### src/hw/rtl/b2da_pkg.sv
// ----------------------------------------------------------------------------
// b2da_pkg
// Types, constants and the double dabble step for the decimal converter.
// ----------------------------------------------------------------------------
`default_nettype none

package b2da_pkg;

    localparam int VALUE_W    = 64;
    localparam int CHAR_W     = 6;
    localparam int VALUE_BITS = 64;
    localparam int NUM_STAGES = 8;
    localparam int STAGE_BITS = (VALUE_BITS + NUM_STAGES - 1) / NUM_STAGES;
    localparam int PAD_BITS   = NUM_STAGES * STAGE_BITS;
    localparam int DIGITS     = (VALUE_BITS * 30103) / 100000 + 1;
    localparam int BCD_W      = DIGITS * 4;
    localparam int IDX_W      = (DIGITS > 1) ? $clog2(DIGITS) : 1;

    localparam logic [CHAR_W-1:0] ASCII_ZERO = 6'd48;

    typedef logic [BCD_W-1:0]    t_bcd;
    typedef logic [PAD_BITS-1:0] t_bin;
    typedef logic [IDX_W-1:0]    t_idx;

    typedef struct packed {
        t_bcd bcd;
        t_bin bin;
    } t_stage_data;

    // One double dabble iteration: adjust digits, shift next bit in.
    function automatic t_stage_data dabble_step(t_stage_data d);
        t_stage_data r;
        logic [BCD_W+PAD_BITS-1:0] w;
        r = d;
        for (int k = 0; k < DIGITS; k++) begin
            if (r.bcd[k*4 +: 4] >= 4'd5) begin
                r.bcd[k*4 +: 4] = r.bcd[k*4 +: 4] + 4'd3;
            end
        end
        w = {r.bcd, r.bin} << 1;
        r.bcd = w[BCD_W+PAD_BITS-1:PAD_BITS];
        r.bin = w[PAD_BITS-1:0];
        return r;
    endfunction

endpackage

`default_nettype wire

### src/hw/rtl/b2da_stage.sv
// ----------------------------------------------------------------------------
// b2da_stage
// One pipeline stage: STAGE_BITS double dabble iterations, valid/ready.
// ----------------------------------------------------------------------------
`default_nettype none

module b2da_stage
    import b2da_pkg::*;
(
    input  wire logic        i_clk,
    input  wire logic        i_rst_n,
    input  wire logic        i_valid,
    output logic             o_ready,
    input  wire t_stage_data i_data,
    output logic             o_valid,
    input  wire logic        i_ready,
    output t_stage_data      o_data
);

    logic        r_valid;
    t_stage_data r_data;
    t_stage_data n_data;

    always_comb begin
        n_data = i_data;
        for (int i = 0; i < STAGE_BITS; i++) begin
            n_data = dabble_step(n_data);
        end
    end

    assign o_ready = !r_valid || i_ready;

    always_ff @(posedge i_clk) begin
        if (!i_rst_n) begin
            r_valid <= 1'b0;
        end else if (o_ready) begin
            r_valid <= i_valid;
        end
    end

    always_ff @(posedge i_clk) begin
        if (o_ready && i_valid) begin
            r_data <= n_data;
        end
    end

    assign o_valid = r_valid;
    assign o_data  = r_data;

endmodule

`default_nettype wire

### config.mk
export PLATFORM = sky130hd
export DESIGN_NAME = b2da_stage
export DESIGN_NICKNAME = d
export VERILOG_FILES = /design/src/hw/rtl/b2da_pkg.sv /design/src/hw/rtl/b2da_stage.sv
export SDC_FILE = /design/constraint.sdc
export NUM_CORES = 1
export LEC_CHECK = 0
export BUFFER_PORTS_ARGS = -buffer_cell sky130_fd_sc_hd__clkbuf_2
export CORE_MARGIN = 8
export CORE_UTILIZATION = 35
export DETAILED_ROUTE_END_ITERATION = 7
export GPL_TIMING_DRIVEN = 0
export PLACE_DENSITY_LB_ADDON = 0.12
export SYNTH_ARGS = -nofsm -noshare
export SYNTH_HDL_FRONTEND = slang
export SYNTH_SLANG_ARGS = --single-unit
### constraint.sdc
create_clock -name i_clk -period 15.7 [get_ports i_clk]
set_input_delay 2.355 -clock i_clk [delete_from_list [all_inputs] [get_ports i_clk]]
set_output_delay 2.355 -clock i_clk [all_outputs]
set_load 0.05 [all_outputs]
==> out/qor.yml, run 1 <==
status: "completed"
yosysWarnings: 0
cts_tree: "done"
ys_seq_area_frac: 0.165
finalSetupTns_ns: 0
cts.sinks: 137
setup_viol: 0
crit_slowest_cell: "o311ai_0"
min_period_ns: 10.19
cp.required_ns: 15.93
period_share: 0.649
htreeDepth: 4
drtIter0Drc: 1520
grt_max_degree: 55
first_global_vias: 23200
hold_buffers: 0
postCtsSetupBuffers: 0
cts_buffers: 17
finalHoldViolCount: 0
grt_pass1_wl_mm: 111
antenna_found_initial: 3
ys_ff_latch: 137
worstSetupPathType: "in2reg"
core_um2: 70300
drtPass1Iterations: 6
synthArstFlopShare: 0
clockBufferDepth: 2
synth-edff-count: 136
syn_area_um2: 24900
max_stage_delay_ns: 0.74
fin_cells: 4553
vias: 25500
rsz0062_at_grt: "false"
wire_per_inst_um: 15.0
arrival_ns: 10.42
hp-class: "reg2reg"
relSlewSlack: 0.377
gp_congestion: 0.825
fp-row-count: 97
synthFlopType: "edfxtp_1"
layout_common_cells: "276 x nor2_1, 275 x clkbuf_2, 274 x nand2_1"
boundaryPins: 294
clkSlewWorstSetupHoldPaths_ns: 0.07
grt_usage: 0.162
worst_pin_slew_ns: 0.928
die_height_um: 283
synth_cells: 3298
placed_cells: 4519
cts_resized: 0
fin_skew_ns: 0.0108
nNetsFinal: 3866
start_kind: "input pin"
ys_types: 132
fmax_mhz: 98.1
synth_area_per_cell_um2: 7.55
area_growth_pct: 12.9
drc: 0
drive_above_1_share: 0.164
clock-root-buffer: "clkbuf_16"
dp_hpwl_mm: 54.0
layout_commonest_cell: "nor2_1"
port_buffers: 272
routed_wl_mm: 68.2
cap_violations: 0
cp-end-kind: "flip-flop"
grt-ovfl-total: 0
insertion_delay_ns: 0.48
routed_via_density: 5.60
start_util: 0.354
dieArea_um2: 79900
antenna_left: 0
fillerInstances: 7352
fp.dieW_um: 283
drv_slew: 0
critPathMaxFanout: 10
layer usage:
metal,vias up,GRT usage,routed length [um]
met4,2,0.0299,719
met3,51,0.0290,2640
li1,13300,-,-
met1,11700,0.212,32400
met5,-,0,7
met2,385,0.280,32400
per-stage QoR:
step | setup WS, ns | cell area (um2) | utilization | hold WS [ns]
2_1_floorplan | 6.51 | 24900 | - | 1.15
3_3_place_gp | 4.88 | 27500 | 0.391 | 0.523
3_5_place_dp | 4.99 | 27500 | 0.391 | 0.538
4_1_cts | 5.55 | 28100 | 0.400 | 0.547
5_1_grt | 4.87 | 28100 | 0.400 | 0.603
6_report | 5.51 | 28100 | 0.400 | 0.543
sequential cells by signal (all words and copies together) (netlist names):
| name | count |
|---|---|
| o_data | 136 |
| o_valid | 1 |
synthesized netlist by cell type (22+ instances only):
library cell / n / share of area
a211o_1: 25 / 0.0088
a211oi_1: 66 / 0.020
a21o_1: 57 / 0.017
a21oi_1: 263 / 0.053
a22oi_1: 28 / 0.0084
a31o_2: 22 / 0.0077
a31oi_1: 60 / 0.015
and2_1: 47 / 0.012
and3_1: 39 / 0.0098
clkbuf_1: 74 / 0.011
edfxtp_1: 136 / 0.16
ha_1: 120 / 0.060
inv_1: 174 / 0.026
maj3_1: 26 / 0.010
mux2_2: 65 / 0.029
mux2i_1: 109 / 0.044
nand2_1: 274 / 0.041
nand2b_1: 72 / 0.018
nand3_1: 98 / 0.020
nor2_1: 276 / 0.042
nor2b_1: 35 / 0.0088
nor3_1: 88 / 0.018
nor3b_1: 26 / 0.0078
o211ai_1: 80 / 0.024
o21a_1: 52 / 0.016
o21ai_0: 207 / 0.042
o21ai_1: 35 / 0.0070
o21bai_1: 24 / 0.0072
o221ai_1: 24 / 0.0084
o22ai_1: 45 / 0.011
or2_2: 36 / 0.0090
or3_1: 25 / 0.0063
xnor2_1: 69 / 0.024
xor2_1: 30 / 0.011
final timing paths:
| kind | endpoint | depth (start not counted) | slack [ns] | startpoint |
|---|---|---|---|---|
| setup / recovery | o_data[132] | 32 | 5.51 | i_data[121] |
| hold / removal | o_valid | 2 | 0.54 | o_valid |
| setup reg to reg | o_data[92] | 3 | 14.09 | o_valid |
| hold reg to reg | o_valid | 2 | 0.54 | o_valid |
area by class of cell:
cell class	count	area (um2)	area share
inverter	188	706	0.0251
tap	940	1180	0.0419
antenna	2	5.00	0.000178
timing repair buffer	274	1420	0.0504
multi-input combinational	2869	19600	0.698
sequential	137	4100	0.146
clock inverter	13	131	0.00468
buffer	111	507	0.0180
clock buffer	19	453	0.0161
critical path: cells and delay by family:
family | cells | cell delay [ns]
mux | 1 | 0.33
buf+inv | 9 | 1.36
xor+xnor | 3 | 1.06
fa+ha+maj | 6 | 1.76
simple gates | 5 | 0.92
compound gates | 8 | 2.62
logic make-up (layout without fill, tap and decap cells):
logic type	Yosys count	after routing	share of synthesized area
compound gates	1311	1311	0.370
xor+xnor	116	116	0.0469
fa+ha+maj	146	146	0.0708
buf+inv	299	605	0.0487
flops	137	137	0.165
mux	182	182	0.0791
other cells	1	10	0.000151
simple gates	1106	1106	0.220
Power of run 1 is not shown: default switching activity piles up to over one toggle a cycle in this logic, so the estimate is an artifact.
==> run 2, diff against run 1 <==
Clock period 15.7 ns to 9 ns, I/O delays scaled along.
==> out/qor.yml, run 2 (synthesis gave the netlist of run 1 again) <==
status: "completed"
layout_commonest_cell: "clkbuf_2"
cts.sinks: 137
ff2ff_path_depth: 3
crit_top_cell: "ha_1"
gp_congestion: 0.825
vias: 25600
period_share: 0.945
hold_start: "o_valid"
finalHoldViolCount: 0
relSlewSlack: 0.366
cp-end-kind: "flip-flop"
drc: 0
port_buffers: 272
min_period_ns: 8.51
clkSlewWorstSetupHoldPaths_ns: 0.07
timing.rr.start: "o_valid"
clockBufferDepth: 2
fp.dieW_um: 283
dp_hpwl_mm: 54.0
drtIter0Drc: 1514
drv_slew: 0
first_global_vias: 23200
setup_ws_ns: 0.492
worst_pin_slew_ns: 0.925
rsz0062_at_grt: "false"
arrival_ns: 8.79
cp.required_ns: 9.28
wire_per_inst_um: 15.0
hp-class: "reg2reg"
worstSetupPathType: "in2reg"
max_stage_delay_ns: 0.36
start_kind: "input pin"
layout_common_cells: "277 x clkbuf_2, 275 x nor2_1, 274 x nand2_1"
area_growth_pct: 13.5
place_ws_ns: -0.708
largest_reg_flops: 136
routed_via_density: 5.60
routed_wl_mm: 68.4
fp-row-count: 97
setup_viol: 0
antenna_found_initial: 3
fillerInstances: 7346
antenna_left: 0
start_util: 0.354
critPathMaxFanout: 8
r2r-end: "o_data[92]"
grt_max_degree: 55
boundaryPins: 294
min_to: "o_valid"
grt_pass1_wl_mm: 111
cts_tree: "done"
hold_ws_ns: 0.543
hold_depth: 2
path_buf_inv: 9
insertion_delay_ns: 0.48
fin_skew_ns: 0.0106
cap_violations: 0
grt-ovfl-total: 0
drive_above_1_share: 0.170
nNetsFinal: 3871
clock-root-buffer: "clkbuf_16"
crit_slowest_cell: "or3_4"
cts_buffers: 17
rrSetupSlack_ns: 7.39
grt_usage: 0.162
hold_buffers: 0
fin_cells: 4561
drtPass1Iterations: 5
cp_top_family: "simple AND/OR/NAND/NOR gates"
placed_cells: 4519
post-route-util: 0.402
core_um2: 70300
dieArea_um2: 79900
fmax_mhz: 118
die_height_um: 283
htreeDepth: 4
run 2: changes by cell type in the layout (fill, tap and decap cells not counted), moves of 2 or more:
cell,before,now
o221ai_1,24,22
diode_2,2,5
clkbuf_1,74,71
a31oi_1,60,58
a31oi_2,0,2
buf_4,8,14
clkbuf_2,275,277
run 2: layer usage:
layer / vias to the layer above / wire [um] / GRT usage
met4: 2 / 708 / 0.0299
li1: 13300 / - / -
met1: 11800 / 32300 / 0.212
met3: 48 / 2790 / 0.0290
met2: 402 / 32600 / 0.280
met5: - / 7 / 0
run 2: worst max path at each step:
stage | startpoint | endpoint | slack (ns) | cells past startpoint
floorplan | i_data[92] | o_data[112] | 0.81 | 37
finish | i_data[92] | o_data[112] | 0.49 | 39
detailed placement | i_data[121] | o_data[132] | -0.71 | 32
global route | i_data[121] | o_data[132] | 0.03 | 33
global placement | i_data[121] | o_data[132] | -0.81 | 32
CTS | i_data[121] | o_data[132] | 0.07 | 32
run 2: what timing repair did:
item / 4_1_cts / 5_1_grt
resized for setup: 1 / 21
pin swaps: 0 / 3
buffers inserted: 0 / 6
endpoints found under the setup margin: 1 / 14
run 2: layout make-up:
class	instances	area, um2	area share
diodes	5	12.5	0.000443
plain buffers	110	505	0.0179
clock buffers	19	453	0.0160
clock inverters	13	131	0.00465
inverters	188	706	0.0250
multi-input cells	2869	19700	0.697
flip-flops and latches	137	4100	0.145
well taps	940	1180	0.0416
repair buffers	280	1460	0.0517
run 2: tightest hold or removal path, cell delays in order, from the launching register on:
cell      delay, ns
dfxtp_1        0.31
nand2b_1       0.10
a21boi_0       0.08
run 2: stage by stage:
stage / instance area, um2 / TNS [ns]
after floorplan: 24900 / 0
after global placement: 27500 / -2.89
after global routing: 28200 / 0
after CTS: 28100 / 0
final: 28200 / 0
after detailed placement: 27500 / -2.49
Power of run 2 is left out for the same reason.
==> run 3, diff against run 2 <==
==> constraint.sdc (replaced) <==
create_clock -name i_clk -period 9 [get_ports i_clk]
set_input_delay 1.8 -clock i_clk [delete_from_list [all_inputs] [get_ports i_clk]]
set_output_delay 1.8 -clock i_clk [all_outputs]
set_load 0.05 [all_outputs]
==> out/qor.yml, run 3 (synthesis gave the netlist of run 1 again) <==
antenna_found_initial: 3
layout_common_cells: "276 x clkbuf_2, 275 x nor2_1, 274 x nand2_1"
routed_via_density: 5.61
drive_above_1_share: 0.182
fmax_mhz: 115
period_share: 0.963
first_global_vias: 23200
boundaryPins: 294
hold_depth: 2
setup_viol: 0
setup_ws_ns: 0.332
worstSetupPathType: "in2reg"
grt_max_degree: 55
grt_usage: 0.162
dpl_cell_area_um2: 27500
crit_slowest_cell: "or3_4"
cap_violations: 0
fin_cells: 4569
htreeDepth: 4
placed_cells: 4519
hold_start: "o_valid"
start_kind: "input pin"
drv_slew: 0
cp.required_ns: 9.28
gp_congestion: 0.825
cts_buffers: 17
routed_wl_mm: 68.8
antenna_left: 0
die_height_um: 283
critPathMaxFanout: 8
largest_reg_flops: 136
clkSlewWorstSetupHoldPaths_ns: 0.07
core_um2: 70300
r2r-end: "o_data[92]"
ff2ff_path_depth: 3
fp.dieW_um: 283
fin_skew_ns: 0.0113
start_util: 0.354
wire_per_inst_um: 15.1
drtPass1Iterations: 5
clockBufferDepth: 2
clock-root-buffer: "clkbuf_16"
arrival_ns: 8.95
cts_tree: "done"
max_stage_delay_ns: 0.36
hp-class: "reg2reg"
fp-row-count: 97
cts.sinks: 137
min_period_ns: 8.67
area_growth_pct: 14.8
crit_top_cell: "buf_6"
final_area_um2: 28600
grt-ovfl-total: 0
port_buffers: 272
drc: 0
insertion_delay_ns: 0.48
timing.rr.start: "o_valid"
worst_pin_slew_ns: 0.931
status: "completed"
dp_hpwl_mm: 54.0
finalHoldViolCount: 0
min_to: "o_valid"
layout_commonest_cell: "clkbuf_2"
dieArea_um2: 79900
nNetsFinal: 3882
place_ws_ns: -1.16
cp-end-kind: "flip-flop"
hold_buffers: 0
finalSetupTns_ns: 0
relSlewSlack: 0.362
vias: 25600
drtIter0Drc: 1617
grt_pass1_wl_mm: 112
rrSetupSlack_ns: 7.39
## run 3: cell count changes in the layout (fill, tap and decap cells not counted), sizes merged
cell    delta
buf       +12
diode      -3
bufinv     +1
clkbuf     -1
inv        -1
## run 3: timing repair
item | 4_1_cts | 5_1_grt
endpoints found under the setup margin | 8 | 36
gates resized for setup | 8 | 65
buffers inserted | 1 | 17
pin swaps | 1 | 7
## run 3: critical path, delay by kind of cell
kind,cells,cell delay [ns]
xor+xnor,1,0.17
mux,1,0.28
fa+ha+maj,4,0.92
compound gates,13,2.28
buf+inv,8,0.88
simple gates,11,2.61
## run 3: layout make-up
| type | instances | area, um2 |
|---|---|---|
| Clock buffer | 19 | 453 |
| Antenna cell | 2 | 5.00 |
| Sequential cell | 137 | 4100 |
| Multi-Input combinational cell | 2869 | 19900 |
| Clock inverter | 13 | 131 |
| Tap cell | 940 | 1180 |
| Inverter | 188 | 719 |
| Buffer | 109 | 504 |
| Fill cell | 7328 | 41700 |
| Timing Repair Buffer | 292 | 1550 |
## run 3: how the worst max path moves through the flow
stage                      startpoint           to  slack [ns]  cells past startpoint
after floorplan            i_data[92]  o_data[112]        0.36                     37
after global placement    i_data[121]  o_data[132]       -1.26                     32
after detailed placement  i_data[121]  o_data[132]       -1.16                     32
after CTS                 i_data[121]  o_data[132]        0.01                     33
after global routing      i_data[105]  o_data[109]       -0.05                     36
final                      i_data[92]  o_data[112]        0.33                     38
## run 3: routing by layer
layer,GRT usage,routed length (um)
met3,0.0289,2550
met5,0,7
met4,0.0297,703
met2,0.280,32900
met1,0.212,32700
## run 3: stage by stage
stage	util	hold slack (ns)
global placement	0.391	0.523
detailed placement	0.391	0.538
finish	0.406	0.543
floorplan	-	1.15
global route	0.406	0.603
CTS	0.400	0.547
Power of run 3 is left out for the same reason.
